===== config.mk =====
export PLATFORM = sky130hd
export DESIGN_NAME = linear_interp_audio_resampler_unit_flat
export DESIGN_NICKNAME = d
export VERILOG_FILES = /design/src/sv/lires_pkg.sv /design/src/sv/lires_pcm_if.sv /design/src/sv/lires_frame_if.sv /design/src/sv/lires_cfg_if.sv /design/src/sv/lires_ctrl.sv /design/src/sv/lires_datapath.sv /design/src/sv/linear_interp_audio_resampler_unit.sv /design/src/flat_wrapper.sv
export VERILOG_INCLUDE_DIRS = /design/src /design/src/sv
export SDC_FILE = /design/constraint.sdc
export NUM_CORES = 2
export LEC_CHECK = 0
export ABC_CLOCK_PERIOD_IN_PS = 9050
export BUFFER_PORTS_ARGS = -buffer_cell sky130_fd_sc_hd__buf_2
export CORE_MARGIN = 10
export CORE_UTILIZATION = 35
export CTS_CLUSTER_DIAMETER = 100
export DETAILED_ROUTE_END_ITERATION = 7
export GPL_ROUTABILITY_DRIVEN = 0
export PLACE_DENSITY = 0.56
export SYNTH_ARGS = -nofsm -noshare
export SYNTH_HDL_FRONTEND = slang
export SYNTH_HIERARCHICAL = 1
export SYNTH_SLANG_ARGS = --single-unit
export TNS_END_PERCENT = 30

===== constraint.sdc =====
create_clock -name clk -period 9.05 [get_ports clk]
set_input_delay 1.81 -clock clk [delete_from_list [all_inputs] [get_ports clk]]
set_output_delay 1.81 -clock clk [all_outputs]
set_load 0.005 [all_outputs]

===== src/sv/linear_interp_audio_resampler_unit_defines.svh =====
// Assertion macros shared by the resampler RTL.
`ifndef LINEAR_INTERP_AUDIO_RESAMPLER_UNIT_DEFINES_SVH
`define LINEAR_INTERP_AUDIO_RESAMPLER_UNIT_DEFINES_SVH

`ifndef NO_ASSERTIONS
// Same-cycle implication, checked at every rising edge outside reset.
`define LIRES_ASSERT_SAME(label, clk, rst_n, ante, cons) \
    label: assert property (@(posedge clk) disable iff (!rst_n) (ante) |-> (cons)) \
        else $error("resampler assertion failed");
// Next-cycle implication.
`define LIRES_ASSERT_NEXT(label, clk, rst_n, ante, cons) \
    label: assert property (@(posedge clk) disable iff (!rst_n) (ante) |=> (cons)) \
        else $error("resampler assertion failed");
`else
`define LIRES_ASSERT_SAME(label, clk, rst_n, ante, cons)
`define LIRES_ASSERT_NEXT(label, clk, rst_n, ante, cons)
`endif

`endif


===== src/sv/lires_pkg.sv =====
// Types and constants of the linear interpolation resampler.
package lires_pkg;

    localparam int FADE_FRAMES = 1024;
    localparam int FADE_SHIFT  = $clog2(FADE_FRAMES);
    localparam int FADE_W      = $clog2(FADE_FRAMES + 1);

    localparam int SAMPLE_W   = 16;
    localparam int STEP_W     = 21;
    localparam int PHASE_W    = 22;
    localparam int GAIN_W     = 15;
    localparam int CFG_IDX_W  = 2;
    localparam int CFG_DATA_W = 21;
    localparam int OPND_W     = SAMPLE_W + 1;
    localparam int PROD_W     = 2 * OPND_W;

    localparam logic [FADE_W-1:0]  FADE_FULL  = FADE_W'(FADE_FRAMES);
    localparam logic [PHASE_W-1:0] ONE_Q16    = PHASE_W'(65536);
    localparam logic [STEP_W-1:0]  MIN_STEP   = STEP_W'(1024);
    localparam logic [STEP_W-1:0]  STEP_RESET = STEP_W'(65536);
    localparam logic [GAIN_W-1:0]  UNITY_GAIN = GAIN_W'(32767);

    typedef enum logic [CFG_IDX_W-1:0] {
        CFG_STEP   = 2'd0,
        CFG_STEREO = 2'd1,
        CFG_GAIN   = 2'd2
    } cfg_idx_t;

    typedef enum logic [2:0] {
        ST_IDLE,
        ST_FADE,
        ST_SCALE,
        ST_CHECK,
        ST_LERP,
        ST_GAIN,
        ST_LOAD,
        ST_WRAP
    } state_t;

    typedef struct packed {
        logic accept;
        logic fade_mul;
        logic fade_apply;
        logic lerp_mul;
        logic gain_mul;
        logic out_load;
        logic wrap;
    } cmd_t;

    typedef struct packed {
        logic fade_active;
        logic phase_lt_one;
        logic last;
        logic out_free;
    } status_t;

endpackage


===== src/sv/lires_pcm_if.sv =====
// Input channel: one PCM frame per word.
interface lires_pcm_if import lires_pkg::*; ();
    logic                       valid;
    logic                       ready;
    logic signed [SAMPLE_W-1:0] sample_left;
    logic signed [SAMPLE_W-1:0] sample_right;
    logic                       start_flag;

    modport source (output valid, sample_left, sample_right, start_flag, input ready);
    modport sink (input valid, sample_left, sample_right, start_flag, output ready);
endinterface


===== src/sv/lires_frame_if.sv =====
// Output channel: one stereo frame per word.
interface lires_frame_if import lires_pkg::*; ();
    logic                       valid;
    logic                       ready;
    logic signed [SAMPLE_W-1:0] out_left;
    logic signed [SAMPLE_W-1:0] out_right;
    logic                       last_of_run;

    modport source (output valid, out_left, out_right, last_of_run, input ready);
    modport sink (input valid, out_left, out_right, last_of_run, output ready);
endinterface


===== src/sv/lires_cfg_if.sv =====
// Configuration write channel: register index and data.
interface lires_cfg_if import lires_pkg::*; ();
    logic                  valid;
    logic                  ready;
    logic [CFG_IDX_W-1:0]  index;
    logic [CFG_DATA_W-1:0] data;

    modport source (output valid, index, data, input ready);
    modport sink (input valid, index, data, output ready);
endinterface


===== src/sv/lires_ctrl.sv =====
// Sequencer of the resampler: walks each input frame through fade and output steps.
module lires_ctrl import lires_pkg::*;
(
    input  logic    clk,
    input  logic    rst_n,
    input  logic    pcm_valid,
    input  status_t status,
    output logic    pcm_ready,
    output cmd_t    cmd
);

    state_t state_reg;
    state_t state_next;

    always_ff @(posedge clk or negedge rst_n)
    begin
        if (!rst_n)
        begin
            state_reg <= ST_IDLE;
        end
        else
        begin
            state_reg <= state_next;
        end
    end

    always_comb
    begin
        state_next = state_reg;
        unique case (state_reg)
            ST_IDLE:
            begin
                if (pcm_valid)
                begin
                    state_next = ST_FADE;
                end
            end
            ST_FADE:
            begin
                state_next = status.fade_active ? ST_SCALE : ST_CHECK;
            end
            ST_SCALE:
            begin
                state_next = ST_CHECK;
            end
            ST_CHECK:
            begin
                state_next = status.phase_lt_one ? ST_LERP : ST_WRAP;
            end
            ST_LERP:
            begin
                state_next = ST_GAIN;
            end
            ST_GAIN:
            begin
                state_next = ST_LOAD;
            end
            ST_LOAD:
            begin
                if (status.out_free)
                begin
                    state_next = status.last ? ST_WRAP : ST_LERP;
                end
            end
            ST_WRAP:
            begin
                state_next = ST_IDLE;
            end
            default:
            begin
                state_next = ST_IDLE;
            end
        endcase
    end

    always_comb
    begin
        cmd        = '0;
        pcm_ready  = 1'b0;
        unique case (state_reg)
            ST_IDLE:
            begin
                pcm_ready  = 1'b1;
                cmd.accept = pcm_valid;
            end
            ST_FADE:
            begin
                cmd.fade_mul = 1'b1;
            end
            ST_SCALE:
            begin
                cmd.fade_apply = 1'b1;
            end
            ST_CHECK:
            begin
            end
            ST_LERP:
            begin
                cmd.lerp_mul = 1'b1;
            end
            ST_GAIN:
            begin
                cmd.gain_mul = 1'b1;
            end
            ST_LOAD:
            begin
                cmd.out_load = status.out_free;
            end
            ST_WRAP:
            begin
                cmd.wrap = 1'b1;
            end
            default:
            begin
            end
        endcase
    end

endmodule


===== src/sv/lires_datapath.sv =====
// Datapath of the resampler: registers, phase accumulator, multipliers, output word.
module lires_datapath import lires_pkg::*;
(
    input  logic                       clk,
    input  logic                       rst_n,
    input  cmd_t                       cmd,
    output status_t                    status,
    input  logic                       cfg_write,
    input  logic [CFG_IDX_W-1:0]       cfg_index,
    input  logic [CFG_DATA_W-1:0]      cfg_data,
    input  logic signed [SAMPLE_W-1:0] sample_left,
    input  logic signed [SAMPLE_W-1:0] sample_right,
    input  logic                       start_flag,
    input  logic                       out_ready,
    output logic                       out_valid,
    output logic signed [SAMPLE_W-1:0] out_left,
    output logic signed [SAMPLE_W-1:0] out_right,
    output logic                       last_of_run
);

    logic [STEP_W-1:0]          step_reg;
    logic                       stereo_reg;
    logic [GAIN_W-1:0]          gain_reg;

    logic [PHASE_W-1:0]         phase_reg;
    logic signed [SAMPLE_W-1:0] held_l_reg;
    logic signed [SAMPLE_W-1:0] held_r_reg;
    logic [FADE_W-1:0]          fade_cnt_reg;

    logic signed [SAMPLE_W-1:0] cur_l_reg;
    logic signed [SAMPLE_W-1:0] cur_r_reg;
    logic signed [PROD_W-1:0]   mult_l_reg;
    logic signed [PROD_W-1:0]   mult_r_reg;
    logic signed [SAMPLE_W-1:0] val_l_reg;
    logic signed [SAMPLE_W-1:0] val_r_reg;
    logic                       last_reg;

    logic                       out_valid_reg;
    logic signed [SAMPLE_W-1:0] out_l_reg;
    logic signed [SAMPLE_W-1:0] out_r_reg;
    logic                       out_last_reg;

    logic [STEP_W-1:0]          step_eff;
    logic [PHASE_W-1:0]         phase_sum;
    logic [FADE_W-1:0]          fade_gain;
    logic signed [SAMPLE_W-1:0] lerp_l;
    logic signed [SAMPLE_W-1:0] lerp_r;
    logic signed [OPND_W-1:0]   op_a_l;
    logic signed [OPND_W-1:0]   op_a_r;
    logic signed [OPND_W-1:0]   op_b;
    logic signed [PROD_W-1:0]   prod_l;
    logic signed [PROD_W-1:0]   prod_r;
    logic signed [PROD_W-1:0]   bias_l;
    logic signed [PROD_W-1:0]   bias_r;
    logic signed [PROD_W-1:0]   faded_l;
    logic signed [PROD_W-1:0]   faded_r;
    logic signed [SAMPLE_W-1:0] gained_l;
    logic signed [SAMPLE_W-1:0] gained_r;
    logic                       unity;

    // Configuration registers.
    always_ff @(posedge clk or negedge rst_n)
    begin
        if (!rst_n)
        begin
            step_reg   <= STEP_RESET;
            stereo_reg <= 1'b0;
            gain_reg   <= UNITY_GAIN;
        end
        else if (cfg_write)
        begin
            unique case (cfg_index)
                CFG_STEP:   step_reg   <= cfg_data[STEP_W-1:0];
                CFG_STEREO: stereo_reg <= cfg_data[0];
                CFG_GAIN:   gain_reg   <= cfg_data[GAIN_W-1:0];
                default:    ;
            endcase
        end
    end

    assign step_eff  = (step_reg < MIN_STEP) ? MIN_STEP : step_reg;
    assign phase_sum = phase_reg + PHASE_W'(step_eff);
    assign fade_gain = FADE_FULL - fade_cnt_reg;

    // Interpolated value: held + floor(diff * frac / 2^16); the low 16 bits suffice
    // because the true result lies between held and current.
    assign lerp_l = held_l_reg + mult_l_reg[31:16];
    assign lerp_r = held_r_reg + mult_r_reg[31:16];

    // One shared multiplier per channel, operands chosen by the step in progress.
    always_comb
    begin
        priority if (cmd.fade_mul)
        begin
            op_a_l = OPND_W'(cur_l_reg);
            op_a_r = OPND_W'(cur_r_reg);
            op_b   = signed'(OPND_W'(fade_gain));
        end
        else if (cmd.lerp_mul)
        begin
            op_a_l = OPND_W'(cur_l_reg) - OPND_W'(held_l_reg);
            op_a_r = OPND_W'(cur_r_reg) - OPND_W'(held_r_reg);
            op_b   = signed'({1'b0, phase_reg[15:0]});
        end
        else
        begin
            op_a_l = OPND_W'(lerp_l);
            op_a_r = OPND_W'(lerp_r);
            op_b   = signed'({2'b00, gain_reg});
        end
    end

    assign prod_l = op_a_l * op_b;
    assign prod_r = op_a_r * op_b;

    // Fade division truncates toward zero: negative products get a bias first.
    assign bias_l  = mult_l_reg[PROD_W-1] ? PROD_W'(FADE_FRAMES - 1) : '0;
    assign bias_r  = mult_r_reg[PROD_W-1] ? PROD_W'(FADE_FRAMES - 1) : '0;
    assign faded_l = (mult_l_reg + bias_l) >>> FADE_SHIFT;
    assign faded_r = (mult_r_reg + bias_r) >>> FADE_SHIFT;

    assign unity    = (gain_reg == UNITY_GAIN);
    assign gained_l = unity ? val_l_reg : mult_l_reg[30:15];
    assign gained_r = unity ? val_r_reg : mult_r_reg[30:15];

    // Resampler state.
    always_ff @(posedge clk or negedge rst_n)
    begin
        if (!rst_n)
        begin
            phase_reg    <= '0;
            held_l_reg   <= '0;
            held_r_reg   <= '0;
            fade_cnt_reg <= '0;
        end
        else
        begin
            if (cmd.accept && start_flag)
            begin
                phase_reg    <= '0;
                held_l_reg   <= '0;
                held_r_reg   <= '0;
                fade_cnt_reg <= FADE_FULL;
            end
            if (cmd.fade_apply)
            begin
                fade_cnt_reg <= fade_cnt_reg - FADE_W'(1);
            end
            if (cmd.gain_mul)
            begin
                phase_reg <= phase_sum;
            end
            if (cmd.wrap)
            begin
                phase_reg  <= phase_reg - ONE_Q16;
                held_l_reg <= cur_l_reg;
                held_r_reg <= cur_r_reg;
            end
        end
    end

    // Working registers.
    always_ff @(posedge clk)
    begin
        if (cmd.accept)
        begin
            cur_l_reg <= sample_left;
            cur_r_reg <= stereo_reg ? sample_right : sample_left;
        end
        if (cmd.fade_apply)
        begin
            cur_l_reg <= faded_l[SAMPLE_W-1:0];
            cur_r_reg <= faded_r[SAMPLE_W-1:0];
        end
        if (cmd.fade_mul || cmd.lerp_mul || cmd.gain_mul)
        begin
            mult_l_reg <= prod_l;
            mult_r_reg <= prod_r;
        end
        if (cmd.gain_mul)
        begin
            val_l_reg <= lerp_l;
            val_r_reg <= lerp_r;
            last_reg  <= (phase_sum >= ONE_Q16);
        end
    end

    // Output word register; the next item may start while it waits.
    always_ff @(posedge clk or negedge rst_n)
    begin
        if (!rst_n)
        begin
            out_valid_reg <= 1'b0;
        end
        else if (cmd.out_load)
        begin
            out_valid_reg <= 1'b1;
        end
        else if (out_ready)
        begin
            out_valid_reg <= 1'b0;
        end
    end

    always_ff @(posedge clk)
    begin
        if (cmd.out_load)
        begin
            out_l_reg    <= gained_l;
            out_r_reg    <= gained_r;
            out_last_reg <= last_reg;
        end
    end

    assign status.fade_active  = (fade_cnt_reg != '0);
    assign status.phase_lt_one = (phase_reg < ONE_Q16);
    assign status.last         = last_reg;
    assign status.out_free     = !out_valid_reg || out_ready;

    assign out_valid   = out_valid_reg;
    assign out_left    = out_l_reg;
    assign out_right   = out_r_reg;
    assign last_of_run = out_last_reg;

endmodule


===== src/sv/linear_interp_audio_resampler_unit.sv =====
// Top level of the linear interpolation audio resampler.
//
//  Channel    Dir  Word contents
//  pcm        in   sample_left, sample_right, start_flag
//  resampled  out  out_left, out_right, last_of_run
//  cfg        in   index, data (phase step, stereo select, output gain)
//
// An input frame takes the accept, fade and check steps (and a scale step during
// a fade-in), then the lerp, gain and load steps per output frame, set by the
// shared multiply per channel for lerp, then gain; up to 64 outputs per input frame.
// rst_n clears the state, sets the registers to their defaults and empties the output.
// A stalled output holds the sequencer; the last output of a frame may wait
// in the output register while the next input frame is accepted.
`include "linear_interp_audio_resampler_unit_defines.svh"

module linear_interp_audio_resampler_unit import lires_pkg::*;
(
    input  logic         clk,
    input  logic         rst_n,
    lires_pcm_if.sink    pcm,
    lires_frame_if.source resampled,
    lires_cfg_if.sink    cfg
);

    cmd_t    cmd;
    status_t status;
    logic    pcm_ready;

    assign cfg.ready = 1'b1;
    assign pcm.ready = pcm_ready;

    lires_ctrl u_ctrl
    (
        .clk       (clk),
        .rst_n     (rst_n),
        .pcm_valid (pcm.valid),
        .status    (status),
        .pcm_ready (pcm_ready),
        .cmd       (cmd)
    );

    lires_datapath u_datapath
    (
        .clk          (clk),
        .rst_n        (rst_n),
        .cmd          (cmd),
        .status       (status),
        .cfg_write    (cfg.valid),
        .cfg_index    (cfg.index),
        .cfg_data     (cfg.data),
        .sample_left  (pcm.sample_left),
        .sample_right (pcm.sample_right),
        .start_flag   (pcm.start_flag),
        .out_ready    (resampled.ready),
        .out_valid    (resampled.valid),
        .out_left     (resampled.out_left),
        .out_right    (resampled.out_right),
        .last_of_run  (resampled.last_of_run)
    );

    // The sequencer issues at most one step per cycle.
    `LIRES_ASSERT_SAME(a_cmd_onehot, clk, rst_n, 1'b1, $onehot0(cmd))
    // Input is only taken while no output step is in flight.
    `LIRES_ASSERT_SAME(a_ready_idle, clk, rst_n, pcm_ready, !(cmd.lerp_mul || cmd.gain_mul || cmd.out_load))
    // Loading the last word of a frame is followed by the phase wrap.
    `LIRES_ASSERT_NEXT(a_last_wraps, clk, rst_n, cmd.out_load && status.last, cmd.wrap)

endmodule


===== src/flat_wrapper.sv =====
// flat-port wrapper written by rule: the top's interface ports become plain ports
module linear_interp_audio_resampler_unit_flat import lires_pkg::*;
  (clk, rst_n, pcm_valid, pcm_sample_left, pcm_sample_right, pcm_start_flag, pcm_ready, resampled_valid, resampled_out_left, resampled_out_right, resampled_last_of_run, resampled_ready, cfg_valid, cfg_index, cfg_data, cfg_ready);
  lires_pcm_if pcm_i ();
  lires_frame_if resampled_i ();
  lires_cfg_if cfg_i ();
  input  logic clk;
  input  logic rst_n;
  input wire logic [$bits(pcm_i.valid)-1:0] pcm_valid;
  input wire logic [$bits(pcm_i.sample_left)-1:0] pcm_sample_left;
  input wire logic [$bits(pcm_i.sample_right)-1:0] pcm_sample_right;
  input wire logic [$bits(pcm_i.start_flag)-1:0] pcm_start_flag;
  output wire logic [$bits(pcm_i.ready)-1:0] pcm_ready;
  output wire logic [$bits(resampled_i.valid)-1:0] resampled_valid;
  output wire logic [$bits(resampled_i.out_left)-1:0] resampled_out_left;
  output wire logic [$bits(resampled_i.out_right)-1:0] resampled_out_right;
  output wire logic [$bits(resampled_i.last_of_run)-1:0] resampled_last_of_run;
  input wire logic [$bits(resampled_i.ready)-1:0] resampled_ready;
  input wire logic [$bits(cfg_i.valid)-1:0] cfg_valid;
  input wire logic [$bits(cfg_i.index)-1:0] cfg_index;
  input wire logic [$bits(cfg_i.data)-1:0] cfg_data;
  output wire logic [$bits(cfg_i.ready)-1:0] cfg_ready;
  assign pcm_i.valid = pcm_valid;
  assign pcm_i.sample_left = pcm_sample_left;
  assign pcm_i.sample_right = pcm_sample_right;
  assign pcm_i.start_flag = pcm_start_flag;
  assign pcm_ready = pcm_i.ready;
  assign resampled_valid = resampled_i.valid;
  assign resampled_out_left = resampled_i.out_left;
  assign resampled_out_right = resampled_i.out_right;
  assign resampled_last_of_run = resampled_i.last_of_run;
  assign resampled_i.ready = resampled_ready;
  assign cfg_i.valid = cfg_valid;
  assign cfg_i.index = cfg_index;
  assign cfg_i.data = cfg_data;
  assign cfg_ready = cfg_i.ready;
  linear_interp_audio_resampler_unit u_core (.clk(clk), .rst_n(rst_n), .pcm(pcm_i), .resampled(resampled_i), .cfg(cfg_i));
endmodule

After elaboration in Yosys (flattened, before gate mapping)
Index checks and enable logic that the tools add are counted.
Storage, ports and cells
  bits in registers: 272
  latch bits: 0
  memory bits (writable): 0
  bits in read-only memories: 0
  bits of input ports: 61
  memories kept: 0
Cells by class
  add/subtract/negate cells: 10
  multiply operators: 2
  divide/modulo/power cells: 0
  $lt $le $gt $ge: 3
  equal/unequal tests: 12
  shift operators: 0
  muxes and demuxes: 40
  bitwise gates (word level): 0
  reductions and logical operators: 17
Operator list (number)
  16-bit 2-to-1 mux: 12
  17-bit by 17-bit multiplier with 34-bit output: 2
  17-bit 2-to-1 mux: 4
  22-bit 2-to-1 mux: 3
  26-bit by 11-bit adder with 26-bit output: 2
  16-bit by 16-bit subtractor with 17-bit output: 2
  16-bit adder: 2
  3-bit case mux with 8 select lines: 1
  22-bit by 21-bit adder with 22-bit output: 1
  22-bit by 17-bit greater-or-equal comparator with 1-bit output (second input constant): 1
  22-bit by 17-bit less-than comparator with 1-bit output (second input constant): 1
  11-bit 2-to-1 mux: 2
  22-bit by 17-bit subtractor with 22-bit output (second input constant): 1
  21-bit by 11-bit less-than comparator with 1-bit output (second input constant): 1
  21-bit 2-to-1 mux: 1
  10-bit 2-to-1 mux: 2
  15-bit == test (second input constant): 1
  3-bit == test (second input constant): 4
  1-bit 2-to-1 mux: 11
  11-bit nonzero test: 1
  11-bit by 1-bit subtractor with 11-bit output (second input constant): 1
  11-bit subtractor (first input constant): 1
  2-bit AND reduction: 4
  2-bit nonzero test: 4
  other kinds (13): 19

Depth between registers and ports, before layout
  word-level depth: 6
  depth in mapped cells: 35

Modules after synthesis
Netlist, hierarchy kept.
Modules (own cells, without submodules)
  lires_datapath: times used 1, cells an instance 3926, area each 37265.7 um^2, sequential area each 7522.2 um^2
  lires_ctrl: times used 1, cells an instance 29, area each 246.5 um^2, sequential area each 75.1 um^2
  linear_interp_audio_resampler_unit: times used 1, cells an instance 2, area each 11.3 um^2, sequential area each 0.0 um^2

Least setup slack after synthesis
Ideal clock, no wire load.
  path type: reg-to-reg
  start: register u_core.u_datapath.mult_l_reg[16]
  end: register u_core.u_datapath.mult_l_reg[23], data pin
  setup time: 162 ps
  data arrival time: 7959 ps
  path slack: 929 ps
  stages on the path, launching flop included: 33
  cell sequence: edfxtp_1 -> ha_1 -> fa_1 -> a21o_1 -> a21oi_1 -> o21bai_1 -> a21oi_1 -> o21bai_1 -> a21oi_1 -> xnor2_1 -> a21bo_2 -> clkbuf_1 -> nand3_1 -> fa_1 -> fa_1 -> inv_1 -> fa_1 -> inv_1 -> fa_1 -> inv_1 -> fa_1 -> inv_1 -> fa_1 -> inv_1 -> ha_1 -> and4_1 -> nand3_1 -> o211ai_1 -> a21oi_1 -> o21ba_2 -> o21a_1 -> or4b_2 -> o2111ai_1
Between the ends
  cells in the longest elaborated chain, start to end: 4
Ends and longest elaborated chain
  start, declared: RTL line lires_datapath.sv:32  | logic signed [PROD_W-1:0] mult_l_reg;
  start signal, assigned: RTL line lires_datapath.sv:177  | mult_l_reg <= prod_l;
  16-bit adder: RTL line lires_datapath.sv:87  | assign lerp_l = held_l_reg + mult_l_reg[31:16];
  named net u_core.u_datapath.lerp_l[8]: RTL line lires_datapath.sv:46  | logic signed [SAMPLE_W-1:0] lerp_l;
  17-bit 2-to-1 mux: RTL line lires_datapath.sv:99  | else if (cmd.lerp_mul)
  17-bit 2-to-1 mux: RTL line lires_datapath.sv:93  | priority if (cmd.fade_mul)
  17-bit by 17-bit multiplier with 34-bit output: RTL line lires_datapath.sv:113  | assign prod_l = op_a_l * op_b;
  named net u_core.u_datapath.prod_l[23]: RTL line lires_datapath.sv:51  | logic signed [PROD_W-1:0] prod_l;
The timed path passes the listed nets, and every way through them passes these cells.
A chain may end at the register's enable or synchronous reset.

Worst setup path after layout
  start: register u_core.u_datapath.cur_l_reg[2]
  end: register u_core.u_datapath.mult_l_reg[23], data pin
Between the ends
  cells in the longest elaborated chain, start to end: 4
Ends and longest elaborated chain
  start, declared: RTL line lires_datapath.sv:30  | logic signed [SAMPLE_W-1:0] cur_l_reg;
  start signal, assigned: RTL line lires_datapath.sv:167  | cur_l_reg <= sample_left;
  start signal, assigned: RTL line lires_datapath.sv:172  | cur_l_reg <= faded_l[SAMPLE_W-1:0];
  16-bit by 16-bit subtractor with 17-bit output: RTL line lires_datapath.sv:101  | op_a_l = OPND_W'(cur_l_reg) - OPND_W'(held_l_reg);
  17-bit 2-to-1 mux: RTL line lires_datapath.sv:99
  17-bit 2-to-1 mux (*): RTL line lires_datapath.sv:93
  17-bit by 17-bit multiplier with 34-bit output (*): RTL line lires_datapath.sv:113
  named net u_core.u_datapath.prod_l[23]: RTL line lires_datapath.sv:51
The timed path passes the listed nets; every way through them passes the cells marked *.

==> run_results.csv <==
group,metric,value,unit
clock_network,insertion_delay,610,ps
yosys,synth_edf_count,164,
finish,fillers,10690,
global_routing,first_global_vias,29460,
clock_network,clock_sinks,270,
die,rows,120,
worst_setup_path,startpoint_type,"flop",
timing,tightest_slew,1142,ps
worst_setup_path,path_class,"flop to flop",
detailed_routing,drt-total-wl,117.9,mm
global_routing,gr-total-overflow,0,
placement,port-buffer-count,95,
timing,maxSlewViolCount,0,
job,drv_cap,0,
timing,post-route-min-period,8720,ps
worst_setup_path,setup.worst_path.start,"u_core/u_datapath/cur_l_reg[2]",
clock_network,clkTransAtPathRegs,70,ps
die,initial_utilization,0.3515,
die,die_y,347.4,um
timing,max_freq,0.1147,GHz
worst_setup_path,arrival,9140,ps
worst_setup_path,crit-reg2reg-launch,"u_core/u_datapath/cur_l_reg[2]",
detailed_routing,vias,28870,
detailed_routing,topRoutingLayerUsed,"met5",
detailed_routing,wl_per_cell,21.39,um
finish,regArea,7597,sq um
finish,multiInputGateArea,26770,sq um
detailed_routing,antenna_left,0,
detailed_routing,drtIter0Drc,2343,
yosys,syn_avg_cell_area,9.483,sq um
detailed_routing,m1WireLength,50.67,mm
global_routing,grt_max_degree,73,
yosys,yosysTopAreaCellShare,0.2950,
clock_network,clock_tree.buffer_depth,3,
yosys,netlist_top_cells_count,"735 x inv_1, 553 x fa_1, 337 x nand2_1, 316 x nor2_1, 280 x ha_1",
yosys,ys_seq_elements,270,
yosys,synth_warnings,6,
timing,period_share,0.9635,
global_routing,grt_pass1_wl,180.6,mm
clock_network,tritoncts,"done",
placement,dp.final_hpwl,97.11,mm
yosys,yosysSeqAreaShare,0.2025,
timing,max-slew-margin-rel,0.2388,
yosys,syn_inst,3957,
timing,setup_viol,0,
finish,drive_gt1_frac,0.1154,
die,die_area,120700,sq um
min_path,min-delay-start,"u_core/u_datapath/last_reg",
clock_network,cts-htree-levels,1,
worst_setup_path,worst_setup_path_end_kind,"flop",
yosys,syn-num-nets,4851,
die,die_w,347.4,um
worst_setup_path,crit_path_top_delay_cell,"or4b_2",
yosys,syn_area,37520,sq um
worst_setup_path,max_stage_delay,610,ps
worst_setup_path,cp_max_fo,6,
detailed_routing,drc_errors,0,
yosys,ys_types,97,
yosys,async_flop_share,0.3926,
finish,instances_no_fill,5511,
detailed_routing,wl_met2,54.68,mm
finish,final_nets,4977,
clock_network,cts_buffers,29,
yosys,yosysMostFrequentCell,"inv_1",
placement,place_inst,5451,
detailed_routing,via_per_inst,5.239,
die,ioPinCount,97,
global_routing,grt_antenna_before_repair,2,
yosys,synth_top_area_cell,"fa_1",
worst_setup_path,crit_top_cell,"fa_1",
die,core_area,106800,sq um
detailed_routing,drt_first_pass_iters,6,
global_routing,grt_usage,0.1928,
yosys,netlist_top_cells_area,"fa_1 30%, edfxtp_1 13%, ha_1 9.3%",
timing,clock_skew,27.81,ps
min_path,hp-class,"flop to flop",
worst_setup_path,critPathRequiredTime,9470,ps
yosys,synth_ff_type,"edfxtp_1",
detailed_routing,routed-wl-met3,9.160,mm
finish,areaGrowthSynthToFinish,10.55,%
timing,hold_viol_final,0,
status,status,"finished, final reports clean",
clock_network,cts_root_buffer,"clkbuf_16",
[metal layers]
layer	global-route usage	vias up
met1	0.2625	14540
met2	0.3154	1029
met4	0.05479	2
met3	0.02995	168
met5	0	-
li1	-	13140
[layout make-up]
cell class                      instances  share of cell area
Clock inverter                         23            0.005851
Multi-Input combinational cell       2806              0.6453
Timing Repair Buffer                  239             0.03888
Sequential cell                       270              0.1831
Antenna cell                            2           0.0001206
Clock buffer                           31             0.01768
Inverter                              737             0.06669
Tap cell                             1403             0.04232
[layout by cell type (no fill, tap or decap), types with 71 or more instances in the layout]
cell type  Yosys  final
ha_1         280    279
nor2_1       316    316
fa_1         553    553
xnor2_1      119    117
dfrtp_1       90     90
mux2_2        74     73
buf_2         12     94
o21ai_0      106     99
nand2_1      337    337
nor3_1        73     71
a21oi_1      161    151
buf_4          7    140
inv_1        735    735
edfxtp_1     164    164
[through the flow]
step	utilization	hold slack, ps	cell area [sq um]	setup TNS, ps	setup WS (ps)
6_report	0.3886	502.7	41480	0	330.3
2_1_floorplan	-	427.7	37520	0	929.4
3_5_place_dp	0.3779	480.4	40340	0	122.8
4_1_cts	0.3870	503.3	41320	0	78.67
5_1_grt	0.3885	519.4	41480	-35.60	-26.91
3_3_place_gp	0.3779	477.0	40340	0	197.1
[cells by family after synthesis]
kind of cell	count (synthesis)	share of synthesized area
compound gates	648	0.1191
xor+xnor	175	0.04085
mux	108	0.03141
fa+ha+maj	833	0.3884
buf+inv	881	0.08943
other cells	1	0.00009994
flops	270	0.2025
simple gates	1041	0.1283
[critical path: cells and delay by family, from the launching register on]
kind / cells / cell delay, ps
compound gates: 11 / 2420
fa+ha+maj: 8 / 3700
buf+inv: 5 / 250
flops: 1 / 490
simple gates: 6 / 1690
[final timing paths]
path	end	slack [ps]	depth (start not counted)
max	u_core/u_datapath/mult_l_reg[23]	330	30
min	u_core/u_datapath/last_of_run	500	0
max reg2reg	u_core/u_datapath/mult_l_reg[23]	330	30
min reg2reg	u_core/u_datapath/last_of_run	500	0
max in group asynchronous	u_core/u_datapath/held_l_reg[15]	6460	2
min in group asynchronous	u_core/u_datapath/step_reg[20]	1260	1
[repair_timing]
action / 4_1_cts / 5_1_grt
buffers inserted: 0 / 4
hold buffers: 0 / 0
endpoints found under the hold margin: 0 / 0
setup endpoints to repair: 0 / 18
resized for setup: 0 / 35
Power is left out: the tool's default activity adds up to more than one toggle a clock period on the data nets, which glitch-free logic cannot reach.
